===== src/rtl/unpf_pkg.sv =====
// ----------------------------------------------------------------------------
// unpf_pkg: shared types and constants of the NAV-PVT frame receiver
// Parser phases, queue item layout, register codes and the byte-to-word map.
// ----------------------------------------------------------------------------
package unpf_pkg;

   localparam int NWORDS      = 17;
   localparam int QUEUE_DEPTH = 4;
   localparam int QPTR_W      = $clog2(QUEUE_DEPTH);

   localparam logic [7:0]  SYNC_FIRST  = 8'hB5;
   localparam logic [7:0]  SYNC_SECOND = 8'h62;
   localparam logic [7:0]  PVT_CLASS   = 8'h01;
   localparam logic [7:0]  PVT_ID      = 8'h07;
   localparam logic [15:0] PVT_LEN     = 16'd92;
   localparam logic [7:0]  FIX_2D      = 8'd2;
   localparam logic [7:0]  FIX_3D      = 8'd3;

   localparam logic [4:0] WORD_FIX_TYPE = 5'd1;
   localparam logic [4:0] WORD_FIX_OK   = 5'd2;
   localparam logic [4:0] WORD_NUM_SV   = 5'd3;
   localparam logic [4:0] WORD_H_ACC    = 5'd8;
   localparam logic [4:0] WORD_V_ACC    = 5'd9;
   localparam logic [4:0] WORD_LAST     = 5'd16;

   localparam logic [2:0] CSR_ONLINE_TIMEOUT = 3'd0;
   localparam logic [2:0] CSR_NAV_MIN_SATS   = 3'd1;
   localparam logic [2:0] CSR_NAV_MAX_HACC   = 3'd2;
   localparam logic [2:0] CSR_NAV_MAX_VACC   = 3'd3;
   localparam logic [2:0] CSR_NAV_MAX_AGE    = 3'd4;

   localparam logic [15:0] RST_ONLINE_TIMEOUT = 16'd1000;
   localparam logic [7:0]  RST_NAV_MIN_SATS   = 8'd6;
   localparam logic [31:0] RST_NAV_MAX_HACC   = 32'd5000;
   localparam logic [31:0] RST_NAV_MAX_VACC   = 32'd10000;
   localparam logic [15:0] RST_NAV_MAX_AGE    = 16'd500;

   localparam logic [6:0] WORD_OFF [NWORDS] = '{
      7'd0, 7'd20, 7'd21, 7'd23, 7'd24, 7'd28, 7'd32, 7'd36, 7'd40,
      7'd44, 7'd48, 7'd52, 7'd56, 7'd60, 7'd64, 7'd68, 7'd72};

   typedef enum logic [3:0] {
      PH_SYNC1, PH_SYNC2, PH_CLASS, PH_ID, PH_LEN1, PH_LEN2,
      PH_PAYLOAD, PH_CKA, PH_CKB
   } phase_type;

   typedef logic [NWORDS-1:0][31:0] words_type;

   typedef struct packed {
      logic        good;
      logic [31:0] now_ms;
   } item_type;

   typedef struct packed {
      logic [15:0] online_timeout_ms;
      logic [7:0]  nav_min_satellites;
      logic [31:0] nav_max_horiz_acc_mm;
      logic [31:0] nav_max_vert_acc_mm;
      logic [15:0] nav_max_age_ms;
   } cfg_type;

   typedef struct packed {
      logic       hit;
      logic [4:0] word;
      logic [1:0] lane;
   } lane_map_type;

   function automatic logic word_is_byte(input logic [4:0] w);
      return (w == WORD_FIX_TYPE) || (w == WORD_FIX_OK) || (w == WORD_NUM_SV);
   endfunction

   // Find which word and byte lane a payload offset lands in.
   function automatic lane_map_type map_byte(input logic [6:0] off);
      lane_map_type m;
      logic [7:0]   lo;
      logic [7:0]   hi;
      m = '0;
      for (int w = 0; w < NWORDS; w++) begin
         lo = {1'b0, WORD_OFF[w]};
         hi = lo + (word_is_byte(5'(w)) ? 8'd1 : 8'd4);
         if ({1'b0, off} >= lo && {1'b0, off} < hi) begin
            m.hit  = 1'b1;
            m.word = 5'(w);
            m.lane = 2'({1'b0, off} - lo);
         end
      end
      return m;
   endfunction

endpackage


===== src/rtl/unpf_fifo.sv =====
// ----------------------------------------------------------------------------
// unpf_fifo: short item queue between parser and emitter
// Holds item records so either side may stall on its own.
// ----------------------------------------------------------------------------
module unpf_fifo (
   input  logic               clock,
   input  logic               reset,
   input  logic               push,
   input  unpf_pkg::item_type push_item,
   input  logic               pop,
   output unpf_pkg::item_type head_item,
   output logic               empty,
   output logic               full
);

   localparam int CW = $clog2(unpf_pkg::QUEUE_DEPTH + 1);

   unpf_pkg::item_type                mem_ff [unpf_pkg::QUEUE_DEPTH];
   logic [unpf_pkg::QPTR_W-1:0]       wr_ptr_ff, wr_ptr_in;
   logic [unpf_pkg::QPTR_W-1:0]       rd_ptr_ff, rd_ptr_in;
   logic [CW-1:0]                     count_ff, count_in;

   assign empty     = (count_ff == '0);
   assign full      = (count_ff == CW'(unpf_pkg::QUEUE_DEPTH));
   assign head_item = mem_ff[rd_ptr_ff];

   always_comb begin
      wr_ptr_in = push ? wr_ptr_ff + 1'b1 : wr_ptr_ff;
      rd_ptr_in = pop  ? rd_ptr_ff + 1'b1 : rd_ptr_ff;
      count_in  = count_ff + CW'(push) - CW'(pop);
   end

   always_ff @(posedge clock) begin
      if (reset) begin
         wr_ptr_ff <= '0;
         rd_ptr_ff <= '0;
         count_ff  <= '0;
      end else begin
         wr_ptr_ff <= wr_ptr_in;
         rd_ptr_ff <= rd_ptr_in;
         count_ff  <= count_in;
      end
   end

   always_ff @(posedge clock) begin
      if (push) begin
         mem_ff[wr_ptr_ff] <= push_item;
      end
   end

endmodule


===== src/rtl/unpf_front.sv =====
// ----------------------------------------------------------------------------
// unpf_front: UBX frame parser
// Tracks sync, header, payload and Fletcher sums; captures NAV-PVT words.
// ----------------------------------------------------------------------------
module unpf_front #(
   parameter int MAX_PAYLOAD_BYTES = 92
) (
   input  logic                clock,
   input  logic                reset,
   input  logic                take,
   input  logic                action,
   input  logic [7:0]          rx_byte,
   output logic                good,
   output logic                at_ckb,
   output logic                frame_full,
   input  logic                frame_release,
   output unpf_pkg::words_type frame_words
);

   localparam int          CW      = $clog2(MAX_PAYLOAD_BYTES + 1);
   localparam logic [15:0] MAX_LEN = 16'(MAX_PAYLOAD_BYTES);

   unpf_pkg::phase_type phase_ff, phase_in;
   logic [7:0]          class_ff, class_in;
   logic [7:0]          id_ff, id_in;
   logic [15:0]         len_ff, len_in;
   logic [CW-1:0]       cnt_ff, cnt_in;
   logic [7:0]          sum_a_ff, sum_a_in;
   logic [7:0]          sum_b_ff, sum_b_in;
   unpf_pkg::words_type shadow_ff, shadow_in;
   unpf_pkg::words_type frame_ff;
   logic                full_ff, full_in;

   logic                 take_byte;
   logic [15:0]          len_full;
   logic [CW-1:0]        cnt_inc;
   logic [7:0]           add_a;
   logic [7:0]           add_b;
   unpf_pkg::lane_map_type map;

   assign take_byte   = take && !action;
   assign len_full    = {rx_byte, len_ff[7:0]};
   assign cnt_inc     = cnt_ff + 1'b1;
   assign add_a       = sum_a_ff + rx_byte;
   assign add_b       = sum_b_ff + add_a;
   assign map         = unpf_pkg::map_byte(cnt_ff[6:0]);
   assign at_ckb      = (phase_ff == unpf_pkg::PH_CKB);
   assign frame_full  = full_ff;
   assign frame_words = frame_ff;

   // next phase
   always_comb begin
      phase_in = phase_ff;
      if (take_byte) begin
         unique case (phase_ff)
            unpf_pkg::PH_SYNC1:
               if (rx_byte == unpf_pkg::SYNC_FIRST) phase_in = unpf_pkg::PH_SYNC2;
            unpf_pkg::PH_SYNC2:
               phase_in = (rx_byte == unpf_pkg::SYNC_SECOND) ? unpf_pkg::PH_CLASS
                                                            : unpf_pkg::PH_SYNC1;
            unpf_pkg::PH_CLASS: phase_in = unpf_pkg::PH_ID;
            unpf_pkg::PH_ID:    phase_in = unpf_pkg::PH_LEN1;
            unpf_pkg::PH_LEN1:  phase_in = unpf_pkg::PH_LEN2;
            unpf_pkg::PH_LEN2: begin
               priority if (len_full > MAX_LEN) phase_in = unpf_pkg::PH_SYNC1;
               else if (len_full == '0)         phase_in = unpf_pkg::PH_CKA;
               else                             phase_in = unpf_pkg::PH_PAYLOAD;
            end
            unpf_pkg::PH_PAYLOAD:
               if ({{(32-CW){1'b0}}, cnt_inc} >= {16'b0, len_ff})
                  phase_in = unpf_pkg::PH_CKA;
            unpf_pkg::PH_CKA:
               phase_in = (rx_byte == sum_a_ff) ? unpf_pkg::PH_CKB : unpf_pkg::PH_SYNC1;
            unpf_pkg::PH_CKB: phase_in = unpf_pkg::PH_SYNC1;
            default:          phase_in = unpf_pkg::PH_SYNC1;
         endcase
      end
   end

   // header, sums, payload capture
   always_comb begin
      logic clr;
      clr       = 1'b0;
      good      = 1'b0;
      class_in  = class_ff;
      id_in     = id_ff;
      len_in    = len_ff;
      cnt_in    = cnt_ff;
      sum_a_in  = sum_a_ff;
      sum_b_in  = sum_b_ff;
      shadow_in = shadow_ff;
      if (take_byte) begin
         unique case (phase_ff)
            unpf_pkg::PH_SYNC1: ;
            unpf_pkg::PH_SYNC2:
               if (rx_byte == unpf_pkg::SYNC_SECOND) begin
                  sum_a_in = '0;
                  sum_b_in = '0;
               end
            unpf_pkg::PH_CLASS: begin
               class_in = rx_byte;
               sum_a_in = add_a;
               sum_b_in = add_b;
            end
            unpf_pkg::PH_ID: begin
               id_in    = rx_byte;
               sum_a_in = add_a;
               sum_b_in = add_b;
            end
            unpf_pkg::PH_LEN1: begin
               len_in   = {8'b0, rx_byte};
               sum_a_in = add_a;
               sum_b_in = add_b;
            end
            unpf_pkg::PH_LEN2: begin
               len_in   = len_full;
               cnt_in   = '0;
               sum_a_in = add_a;
               sum_b_in = add_b;
               clr      = (len_full > MAX_LEN);
            end
            unpf_pkg::PH_PAYLOAD: begin
               cnt_in   = cnt_inc;
               sum_a_in = add_a;
               sum_b_in = add_b;
               if ({{(32-CW){1'b0}}, cnt_ff} < {16'b0, unpf_pkg::PVT_LEN} && map.hit)
                  shadow_in[map.word][8*map.lane +: 8] = rx_byte;
            end
            unpf_pkg::PH_CKA:
               clr = (rx_byte != sum_a_ff);
            unpf_pkg::PH_CKB: begin
               good = (rx_byte == sum_b_ff) && (class_ff == unpf_pkg::PVT_CLASS) &&
                      (id_ff == unpf_pkg::PVT_ID) && (len_ff == unpf_pkg::PVT_LEN);
               clr  = 1'b1;
            end
            default: clr = 1'b1;
         endcase
      end
      if (clr) begin
         class_in = '0;
         id_in    = '0;
         len_in   = '0;
         cnt_in   = '0;
         sum_a_in = '0;
         sum_b_in = '0;
      end
      full_in = full_ff;
      if (frame_release) full_in = 1'b0;
      if (good)          full_in = 1'b1;
   end

   always_ff @(posedge clock) begin
      if (reset) begin
         phase_ff <= unpf_pkg::PH_SYNC1;
         class_ff <= '0;
         id_ff    <= '0;
         len_ff   <= '0;
         cnt_ff   <= '0;
         sum_a_ff <= '0;
         sum_b_ff <= '0;
         full_ff  <= 1'b0;
      end else begin
         phase_ff <= phase_in;
         class_ff <= class_in;
         id_ff    <= id_in;
         len_ff   <= len_in;
         cnt_ff   <= cnt_in;
         sum_a_ff <= sum_a_in;
         sum_b_ff <= sum_b_in;
         full_ff  <= full_in;
      end
   end

   always_ff @(posedge clock) begin
      shadow_ff <= shadow_in;
      if (good) begin
         frame_ff <= shadow_ff;
      end
   end

endmodule


===== src/rtl/unpf_back.sv =====
// ----------------------------------------------------------------------------
// unpf_back: result emitter and fix monitor
// Drains queued items, sends NAV-PVT words and status, keeps the fix record.
// ----------------------------------------------------------------------------
module unpf_back (
   input  logic                clock,
   input  logic                reset,
   input  unpf_pkg::cfg_type   cfg,
   input  logic                q_empty,
   input  unpf_pkg::item_type  q_head,
   output logic                q_pop,
   input  unpf_pkg::words_type frame_words,
   output logic                frame_release,
   output logic                rsp_valid,
   input  logic                rsp_stall,
   output logic                rsp_kind,
   output logic [4:0]          rsp_word_index,
   output logic [31:0]         rsp_word_value,
   output logic                rsp_online,
   output logic                rsp_has_valid_fix,
   output logic                rsp_usable_for_nav,
   output logic                rsp_last
);

   logic [4:0]  idx_ff, idx_in;
   logic [31:0] fix_time_ff;
   logic [7:0]  fix_kind_ff;
   logic        fix_ok_ff;
   logic [7:0]  sats_ff;
   logic [31:0] hacc_ff;
   logic [31:0] vacc_ff;

   logic        valid_ff, valid_in;
   logic        kind_ff, kind_in;
   logic [4:0]  windex_ff, windex_in;
   logic [31:0] wvalue_ff, wvalue_in;
   logic        online_ff, online_in;
   logic        vfix_ff, vfix_in;
   logic        usable_ff, usable_in;
   logic        last_ff, last_in;

   logic        load;
   logic        emit_word;
   logic [31:0] raw;
   logic [31:0] word_val;
   logic [31:0] age;
   logic        on;

   assign load      = !valid_ff || !rsp_stall;
   assign emit_word = q_head.good && (idx_ff <= unpf_pkg::WORD_LAST);
   assign raw       = frame_words[idx_ff];
   assign age       = q_head.now_ms - fix_time_ff;
   assign on        = (fix_time_ff != '0) && (age <= {16'b0, cfg.online_timeout_ms});

   always_comb begin
      priority if (idx_ff == unpf_pkg::WORD_FIX_OK) word_val = {31'b0, raw[0]};
      else if (unpf_pkg::word_is_byte(idx_ff))      word_val = {24'b0, raw[7:0]};
      else                                          word_val = raw;
   end

   always_comb begin
      valid_in      = valid_ff;
      kind_in       = kind_ff;
      windex_in     = windex_ff;
      wvalue_in     = wvalue_ff;
      online_in     = online_ff;
      vfix_in       = vfix_ff;
      usable_in     = usable_ff;
      last_in       = last_ff;
      idx_in        = idx_ff;
      q_pop         = 1'b0;
      frame_release = 1'b0;
      if (load) begin
         valid_in = !q_empty;
         if (!q_empty) begin
            if (emit_word) begin
               kind_in       = 1'b1;
               windex_in     = idx_ff;
               wvalue_in     = word_val;
               online_in     = 1'b0;
               vfix_in       = 1'b0;
               usable_in     = 1'b0;
               last_in       = 1'b0;
               idx_in        = idx_ff + 1'b1;
               frame_release = (idx_ff == unpf_pkg::WORD_LAST);
            end else begin
               kind_in   = 1'b0;
               windex_in = '0;
               wvalue_in = '0;
               online_in = on;
               vfix_in   = on && (fix_kind_ff >= unpf_pkg::FIX_2D) && fix_ok_ff;
               usable_in = on && fix_ok_ff && (fix_kind_ff == unpf_pkg::FIX_3D) &&
                           (sats_ff >= cfg.nav_min_satellites) &&
                           (hacc_ff <= cfg.nav_max_horiz_acc_mm) &&
                           (vacc_ff <= cfg.nav_max_vert_acc_mm) &&
                           (age <= {16'b0, cfg.nav_max_age_ms});
               last_in   = 1'b1;
               idx_in    = '0;
               q_pop     = 1'b1;
            end
         end
      end
   end

   always_ff @(posedge clock) begin
      if (reset) begin
         valid_ff    <= 1'b0;
         idx_ff      <= '0;
         fix_time_ff <= '0;
         fix_kind_ff <= '0;
         fix_ok_ff   <= 1'b0;
         sats_ff     <= '0;
         hacc_ff     <= '0;
         vacc_ff     <= '0;
      end else begin
         valid_ff <= valid_in;
         idx_ff   <= idx_in;
         // record the fix as the last word leaves
         if (frame_release) begin
            fix_time_ff <= q_head.now_ms;
            fix_kind_ff <= frame_words[unpf_pkg::WORD_FIX_TYPE][7:0];
            fix_ok_ff   <= frame_words[unpf_pkg::WORD_FIX_OK][0];
            sats_ff     <= frame_words[unpf_pkg::WORD_NUM_SV][7:0];
            hacc_ff     <= frame_words[unpf_pkg::WORD_H_ACC];
            vacc_ff     <= frame_words[unpf_pkg::WORD_V_ACC];
         end
      end
   end

   always_ff @(posedge clock) begin
      kind_ff   <= kind_in;
      windex_ff <= windex_in;
      wvalue_ff <= wvalue_in;
      online_ff <= online_in;
      vfix_ff   <= vfix_in;
      usable_ff <= usable_in;
      last_ff   <= last_in;
   end

   assign rsp_valid          = valid_ff;
   assign rsp_kind           = kind_ff;
   assign rsp_word_index     = windex_ff;
   assign rsp_word_value     = wvalue_ff;
   assign rsp_online         = online_ff;
   assign rsp_has_valid_fix  = vfix_ff;
   assign rsp_usable_for_nav = usable_ff;
   assign rsp_last           = last_ff;

endmodule


===== src/rtl/ubx_nav_pvt_frame_receiver.sv =====
// ----------------------------------------------------------------------------
// ubx_nav_pvt_frame_receiver: UBX NAV-PVT frame receiver with fix monitor
// Parses a UBX byte stream, emits NAV-PVT words and fix status per item.
// ----------------------------------------------------------------------------
// Usage:
//  req_* carries one item per transfer: a received byte with its millisecond
//  time, or a bare status refresh (req_action high). rsp_* returns results:
//  each item gives one status result with rsp_last set; a frame of class 1,
//  id 7, length 92 with good checksums first gives seventeen word results.
//  csr_* writes the limit registers; write only while the block is idle.
//  Throughput: one item per cycle while req_stall is low. The parser takes a
//  byte every cycle unless stalled and hands a record to a four-entry queue;
//  the emitter sends one result per cycle unless rsp_stall holds it, so a
//  good frame occupies the emitter for eighteen results as bytes keep arriving.
//  req_stall rises when the queue is full, or when a checksum byte is due
//  while the previous frame's words are still being sent.
//  rsp_stall holds the output register; the queue then fills behind it.
//  Reset clears parser, queue, fix record and loads the register defaults.
// ----------------------------------------------------------------------------
module ubx_nav_pvt_frame_receiver #(
   parameter int MAX_PAYLOAD_BYTES = 92
) (
   input  logic        clock,
   input  logic        reset,
   input  logic        req_valid,
   output logic        req_stall,
   input  logic        req_action,
   input  logic [7:0]  req_rx_byte,
   input  logic [31:0] req_now_ms,
   output logic        rsp_valid,
   input  logic        rsp_stall,
   output logic        rsp_kind,
   output logic [4:0]  rsp_word_index,
   output logic [31:0] rsp_word_value,
   output logic        rsp_online,
   output logic        rsp_has_valid_fix,
   output logic        rsp_usable_for_nav,
   output logic        rsp_last,
   input  logic        csr_write,
   input  logic [2:0]  csr_index,
   input  logic [31:0] csr_data
);

   unpf_pkg::cfg_type   cfg_ff;
   unpf_pkg::item_type  push_item;
   unpf_pkg::item_type  head_item;
   unpf_pkg::words_type frame_words;
   logic                take;
   logic                good;
   logic                at_ckb;
   logic                frame_full;
   logic                frame_release;
   logic                q_empty;
   logic                q_full;
   logic                q_pop;

   // hold off a checksum byte that could finish a frame while the buffer is busy
   assign req_stall = q_full || (frame_full && at_ckb);
   assign take      = req_valid && !req_stall;
   assign push_item = '{good: good, now_ms: req_now_ms};

   always_ff @(posedge clock) begin
      if (reset) begin
         cfg_ff.online_timeout_ms    <= unpf_pkg::RST_ONLINE_TIMEOUT;
         cfg_ff.nav_min_satellites   <= unpf_pkg::RST_NAV_MIN_SATS;
         cfg_ff.nav_max_horiz_acc_mm <= unpf_pkg::RST_NAV_MAX_HACC;
         cfg_ff.nav_max_vert_acc_mm  <= unpf_pkg::RST_NAV_MAX_VACC;
         cfg_ff.nav_max_age_ms       <= unpf_pkg::RST_NAV_MAX_AGE;
      end else if (csr_write) begin
         unique case (csr_index)
            unpf_pkg::CSR_ONLINE_TIMEOUT: cfg_ff.online_timeout_ms    <= csr_data[15:0];
            unpf_pkg::CSR_NAV_MIN_SATS:   cfg_ff.nav_min_satellites   <= csr_data[7:0];
            unpf_pkg::CSR_NAV_MAX_HACC:   cfg_ff.nav_max_horiz_acc_mm <= csr_data;
            unpf_pkg::CSR_NAV_MAX_VACC:   cfg_ff.nav_max_vert_acc_mm  <= csr_data;
            unpf_pkg::CSR_NAV_MAX_AGE:    cfg_ff.nav_max_age_ms       <= csr_data[15:0];
            default: ;
         endcase
      end
   end

   unpf_front #(
      .MAX_PAYLOAD_BYTES(MAX_PAYLOAD_BYTES)
   ) u_front (
      .clock        (clock),
      .reset        (reset),
      .take         (take),
      .action       (req_action),
      .rx_byte      (req_rx_byte),
      .good         (good),
      .at_ckb       (at_ckb),
      .frame_full   (frame_full),
      .frame_release(frame_release),
      .frame_words  (frame_words)
   );

   unpf_fifo u_fifo (
      .clock    (clock),
      .reset    (reset),
      .push     (take),
      .push_item(push_item),
      .pop      (q_pop),
      .head_item(head_item),
      .empty    (q_empty),
      .full     (q_full)
   );

   unpf_back u_back (
      .clock             (clock),
      .reset             (reset),
      .cfg               (cfg_ff),
      .q_empty           (q_empty),
      .q_head            (head_item),
      .q_pop             (q_pop),
      .frame_words       (frame_words),
      .frame_release     (frame_release),
      .rsp_valid         (rsp_valid),
      .rsp_stall         (rsp_stall),
      .rsp_kind          (rsp_kind),
      .rsp_word_index    (rsp_word_index),
      .rsp_word_value    (rsp_word_value),
      .rsp_online        (rsp_online),
      .rsp_has_valid_fix (rsp_has_valid_fix),
      .rsp_usable_for_nav(rsp_usable_for_nav),
      .rsp_last          (rsp_last)
   );

endmodule


===== config.mk =====
export PLATFORM = sky130hd
export DESIGN_NAME = ubx_nav_pvt_frame_receiver
export DESIGN_NICKNAME = d
export VERILOG_FILES = /design/src/rtl/unpf_pkg.sv /design/src/rtl/unpf_fifo.sv /design/src/rtl/unpf_front.sv /design/src/rtl/unpf_back.sv /design/src/rtl/ubx_nav_pvt_frame_receiver.sv
export SDC_FILE = /design/constraint.sdc
export NUM_CORES = 2
export LEC_CHECK = 0
export ABC_AREA = 1
export BUFFER_PORTS_ARGS = -buffer_cell sky130_fd_sc_hd__buf_2
export CORE_AREA = 4 4 519 315
export CTS_BUF_LIST = sky130_fd_sc_hd__clkbuf_4 sky130_fd_sc_hd__clkbuf_8 sky130_fd_sc_hd__clkbuf_16
export DETAILED_ROUTE_END_ITERATION = 6
export DIE_AREA = 0 0 523 319
export PLACE_DENSITY = 0.57
export SLEW_MARGIN = 30
export SYNTH_ARGS = -nofsm -noshare
export SYNTH_HDL_FRONTEND = slang
export SYNTH_HIERARCHICAL = 1
export SYNTH_SLANG_ARGS = --single-unit

===== constraint.sdc =====
create_clock -name clock -period 36.6 [get_ports clock]
set_input_delay 5.49 -clock clock [delete_from_list [all_inputs] [get_ports clock]]
set_output_delay 5.49 -clock clock [all_outputs]
set_load 0.02 [all_outputs]

# == Yosys cells after proc, flatten, opt, wreduce, memory -nomap -nowiden ==
# Memories as Yosys holds them, arrays and structs flattened. A register that Yosys moved wholly into a read port is not among the register bits.
# Cells that the tools add are included.
# totals
memories,1
mem_bits_rw,132
in_bits,81
reg_bits,1420
output_inout_bits,44
word_cells,299
# memory_table
memory,depth,word_bits,read_ports,rd_clocked_by_memory_dff,write_ports,line_no,source
u_fifo.mem_ff,4,33,1,1,1,unpf_fifo.sv:18,unpf_pkg::item_type mem_ff [unpf_pkg::QUEUE_DEPTH];
# classes
shifts,2
n_addsub,26
eq_ne,29
mux,53
order_cmp,46
n_reduce_logical,71
n_bitwise,3
# op_table
operator,count
544-bit bitwise mux,1
32-bit binary-select mux with 5-bit select,1
32-bit demux with 5-bit select,1
8-bit two-way mux,18
32-bit by 16-bit <= comparator with 1-bit output,2
32-bit <= comparator,2
32-bit two-way mux,2
"7-bit by 6-bit greater-or-equal comparator with 1-bit output, second input constant",8
"7-bit by 6-bit less-than comparator with 1-bit output, second input constant",8
"7-bit by 5-bit greater-or-equal comparator with 1-bit output, second input constant",5
"7-bit less-than comparator, second input constant",5
1-bit logical AND,34
5-bit negator with 34-bit output,1
"8-bit by 34-bit variable shift with 32-bit output, first input constant",1
8-bit by 34-bit variable part select with 32-bit output,1
16-bit one-hot mux with 2 select lines,1
4-bit one-hot mux with 8 select lines,1
8-bit one-hot mux with 2 select lines,2
32-bit nonzero test,1
32-bit subtractor,1
"2-bit by 1-bit subtractor with 2-bit output, second input constant",15
"7-bit by 5-bit less-than comparator with 1-bit output, second input constant",4
"7-bit greater-or-equal comparator, second input constant",3
2-bit AND reduction,10
52 further kinds,102

# == Depth between registers and ports, before layout ==
# depth
ltp_word,23
mapped_depth,28
depth_no_buf,27

# == Modules after synthesis ==
# The synthesis kept the hierarchy.
# by_module_without_submodules
module,area_each_um2,n_inst,cells_each,seq_area_each_um2
unpf_front,37453.4,1,1872,33872.5
unpf_back,15697.6,1,2578,3643.5
unpf_fifo,5871.9,1,441,4144.0
ubx_nav_pvt_frame_receiver,4159.0,1,590,2082.0

# == Worst setup path after synthesis ==
# Ideal clock, no wire load.
# synth_path
path_kind,input-to-reg
from,in req_valid
to,mem u_fifo/mem_ff[0][32] (netlist name) (data pin)
t_arrival_ns,16.922
required_time_ns,34.192
n_path_buf,0
slack_ns,17.271
setup_time_ns,2.408
cell_stages,8
path_cell_list,inv_1 -> nor2_1 -> nand2_1 -> nor2_1 -> nand4_1 -> nor2_1 -> nand3_1 -> inv_1
# synth_between
elab_chain_cells,3
# synth_lines
item,line_no,source
start: declaration,ubx_nav_pvt_frame_receiver.sv:25,"input logic req_valid,"
1-bit logical AND,ubx_nav_pvt_frame_receiver.sv:59,assign take = req_valid && !req_stall;
net take,ubx_nav_pvt_frame_receiver.sv:48,logic take;
1-bit logical AND,unpf_front.sv:41,assign take_byte = take && !action;
1-bit two-way mux,unpf_front.sv:92,if (take_byte) begin
net good,ubx_nav_pvt_frame_receiver.sv:49,logic good;
end: declaration,unpf_fifo.sv:18,
# The timed path passes the listed nets, and every way through them passes these cells.

# == Final worst setup path ==
# layout_path
from,in req_valid
to,"reg u_front.frame_ff, in the netlist u_front/frame_words[247], enable pin"
# layout_between
elab_chain_cells,3
# layout_lines
item,line_no,source
1-bit logical AND,ubx_nav_pvt_frame_receiver.sv:59,
net take,ubx_nav_pvt_frame_receiver.sv:48,
1-bit logical AND,unpf_front.sv:41,
1-bit two-way mux,unpf_front.sv:92,
net good,ubx_nav_pvt_frame_receiver.sv:49,
end signal: assignment,unpf_front.sv:177,frame_ff <= shadow_ff;
end: declaration,unpf_front.sv:31,unpf_pkg::words_type frame_ff;
# The timed path passes the listed nets, and every way through them passes these cells.
# A chain may end at the register's enable or synchronous reset.

==> impl.org <==
** CTS
- Clock-pin transition on the worst setup and hold timing paths :: approximately 70 ps
- Clock latency on the worst-skew pair :: roughly 770 ps
- Number of buffers on the longest clock path :: 3
- CTS placed an instance of sky130_fd_sc_hd__clkbuf_16 at the clock tree root.
- The number of clock buffers added by TritonCTS is ~140.
- Number of gates resized after CTS :: 0
- Clock tree from TritonCTS :: built
- CTS built an H-tree with a depth of 4.
- Sinks on the clock net :: 1554
- In this run, post-CTS hold repair placed 0 buffers.
- Number of post-CTS setup repair buffers :: 0

** Synth
- The average instance in the mapped netlist occupies between 10 and 15 um2.
- Synthesized net count :: ~5700
- Mapped cell area :: ~0.063 mm2
- The share of the Yosys chip area taken by registers is 0.692.
- Ranked by instance count, the synthesized netlist is headed by 1262 x sky130_fd_sc_hd__edfxtp_1, 1009 x sky130_fd_sc_hd__nand2_1, 738 x sky130_fd_sc_hd__nor2_1.
- FF+latch count, synth :: between 1500 and 2000
- The most used flip-flop cell after synthesis is sky130_fd_sc_hd__edfxtp_1.
- Distinct cells, synth :: 50
- Area share of the leading cell type in the synthesized netlist :: 0.600
- Post-synth top area cell :: sky130_fd_sc_hd__edfxtp_1
- By area the synthesized netlist is led by sky130_fd_sc_hd__edfxtp_1 60%, sky130_fd_sc_hd__dfxtp_1 9.3%, sky130_fd_sc_hd__nand2_1 6.0%.
- Among all cell types in the netlist, the one instantiated most often is sky130_fd_sc_hd__edfxtp_1.
- Number of enable-type register cells in the synthesized netlist :: about 1300
- During synthesis, Yosys emitted a total of 6 warnings.
- Mapped Cells :: around 5500
- FFs w/ async S/R, synth :: 0

** Cells and area
- The number of antenna diodes in the final layout is 0.
- Share of the core filled with cells in the final layout :: 0.447
- Final-layout fill cell count :: between 10000 and 15000
- The net count of the finished layout is between 5000 and 6000.
- Post-route standard cell area excluding fillers :: about 0.07 mm2
- Footprint of the flip-flops and latches :: between 0.04 and 0.05 mm2
- In the final layout, the share of cells above drive strength 1 is 0.106.
- Multi-input gate area in the final layout :: about 0.017 mm2
- The area growth from synthesis to layout is 11.9%.

** Setup path
- The critical path is of the input pin to register type.
- Type of element capturing the critical path :: register
- The worst register-to-register path has a depth of 26.
- Data arrival, critical path :: slightly below 10000 ps
- Cell breakdown of the critical path :: buf_2 -> inv_1 -> nor2_1 -> nand2_1 -> nor2_1 -> nand4_1 -> nor2_1 -> nand3_1 -> inv_8 -> buf_6 -> buf_4 -> buf_12
- STA classifies the critical path startpoint as an input pin.
- In this design, the stage delay of the slowest critical-path cell is approximately 760 ps.
- Along the worst path, the maximum fanout reaches about 170.
- Among all stages on the critical path, the largest delay is contributed by sky130_fd_sc_hd__buf_4.
- Required time of the critical path :: roughly 37000 ps
- The most numerous cell type found on the critical path is sky130_fd_sc_hd__nor2_1.

** Placement
- Post-DP HPWL :: approximately 110000 um
- Worst setup slack after placement :: ~26000 ps
- Port bufs :: ~120
- Placed instance area :: 0.0659 mm2
- Routability congestion estimate from global placement :: a little over 0.9

** Detailed routing
- Summing over every cut layer, the via total after detailed routing is roughly 41000.
- Drt initial violations :: between 4000 and 5000
- DR vias/cell :: roughly 5.2
- The count of nets left with antenna violations once routing finished came out at 0.
- In the final routed layout, each cell accounts on average for roughly 22 um.
- Total wire length :: 168000 um
- Pre-antenna DRT Iters :: 5
- In the routed design, unresolved DRC markers number 0.

** Global route
- Entering global routing, the biggest net connects 168 pins.
- Vias in the first global route :: 37300
- Global-route congestion overflow total :: 0
- The number of antenna violations at the first check in global routing came to 5.
- Total global routing track utilization :: 0.198
- Global-route wire length before repair :: 249000 um

** Floorplanning
- Std cell rows :: ~110
- Die Footprint :: approximately 0.17 mm2
- From bottom edge to top edge, the die measures roughly 320 um.
- For this design the top-level I/O count stands at 125.
- Die width :: approximately 520 um
- Starting Density :: 0.399
- The floorplan step defined a core boundary enclosing about 0.16 mm2.

** Worst hold path
- The worst hold path was traced through 0 stages.
- The min-delay analysis places its worst path in the category register to register.

** STA
- Clk_skew :: ~31 ps
- After layout, the minimum clock period comes to roughly 9500 ps.
- In the post-route analysis, the smallest setup slack over all paths is approximately 27000 ps.
- After routing, the total negative slack on setup checks comes to 0 ps.
- Slew HR :: 0.306
- Static timing analysis puts the maximum clock frequency at roughly 0.10 GHz.
- Setup repair after global routing left no endpoint under its margin.
- Count of pins over their slew limit :: 0
- Count of final hold-check violations :: 0
- Setup violation total in the final timing report :: 0
- Dividing the final minimum period by the clock period gives 0.260.
- Least-Margin Pin Slew :: roughly 1000 ps
- Hold timing on the final database bottoms out at a slack of 401 ps.

** Job
- Max Cap Viol :: 0

** Pwr
- VDD sags by at most between 50 and 60 uV.
- Pwr/cell area :: 65.8 mW/mm2
- Static leakage :: 0.0259 uW

** Status
- Result of the run :: finished, final reports clean
[flip-flops by register name, summed over array words and instances (netlist names), 32 cells and up, named ones only]
| name | count |
|---|---|
| u_front/shadow_ff | 544 |
| u_back/vacc_ff | 32 |
| u_front/frame_words | 544 |
| cfg_ff | 104 |
| u_fifo/mem_ff | 132 |
| u_back/fix_time_ff | 32 |
| u_back/rsp_word_value | 32 |
| u_back/hacc_ff | 32 |
[logic make-up (layout without fill, tap and decap cells)]
kind of cell / after synthesis / in the layout / synth area share
buffers and inverters: 734 / 939 / 0.0486
flip-flops: 1554 / 1554 / 0.692
adder cells (fa/ha/maj): 177 / 177 / 0.0355
AND/OR/NAND/NOR: 2137 / 2137 / 0.140
AO/OA/AOI/OAI: 848 / 848 / 0.0795
XOR/XNOR: 31 / 31 / 0.00430
[stage by stage]
stage	power [uW]	cells
after global routing	4880	7813
after CTS	4670	7812
after floorplan	2740	5481
final	4650	7813
after global placement	3140	7557
after detailed placement	3150	7559
[final timing paths]
check,from,to,slack [ps]
setup / recovery,req_valid,u_front/frame_words[247]$_DFFE_PP_,27070
hold / removal,u_front/shadow_ff[520]$_DFFE_PP_,u_front/frame_words[520]$_DFFE_PP_,400
setup reg to reg,register,u_back/rsp_has_valid_fix$_SDFFCE_PP0P_,30830
hold reg to reg,u_front/shadow_ff[520]$_DFFE_PP_,u_front/frame_words[520]$_DFFE_PP_,400
[critical path, delay by kind of cell]
| kind | cells | cell delay (ps) |
|---|---|---|
| AND/OR/NAND/NOR | 6 | 1260 |
| buffers and inverters | 6 | 2670 |
[power breakdown]
group	internal (uW)	switching (uW)
clock	859	661
sequential	1960	32.1
combinational	305	840
total	3120	1530
[final cells by class]
class | count | area share
flip-flops and latches | 1554 | 0.619
multi-input cells | 3193 | 0.234
clock buffers | 178 | 0.0549
well taps | 2127 | 0.0376
inverters | 508 | 0.0272
repair buffers | 178 | 0.0157
clock inverters | 75 | 0.0118
[layout by cell type (no fill, tap or decap), drive strengths merged]
master	count
buf	178
a21oi	278
clkbuf	178
or2	6
nand4	78
and3	1
nand3b	6
dfxtp	292
inv	515
o211ai	38
nand2	1041
a211oi	47
nor4	4
o21ai	340
o22ai	122
nor3	21
nand3	220
a21o	3
and2	2
xnor2	6
edfxtp	1262
o2111ai	2
o31ai	1
o21bai	2
a31o	2
xor2	25
o21a	2
clkinvlp	1
nor2b	1
nor3b	3
bufinv	14
fa	4
clkinv	53
nor2	754
a22oi	11
ha	173
[layer usage]
layer	vias to the layer above	track usage	part of all wire
met5	-	0	0.000077
met4	2	0.0396	0.014
met3	146	0.0399	0.098
met2	1645	0.253	0.39
met1	19900	0.336	0.50
li1	19100	-	-
Power figures use the tool's default switching activity.
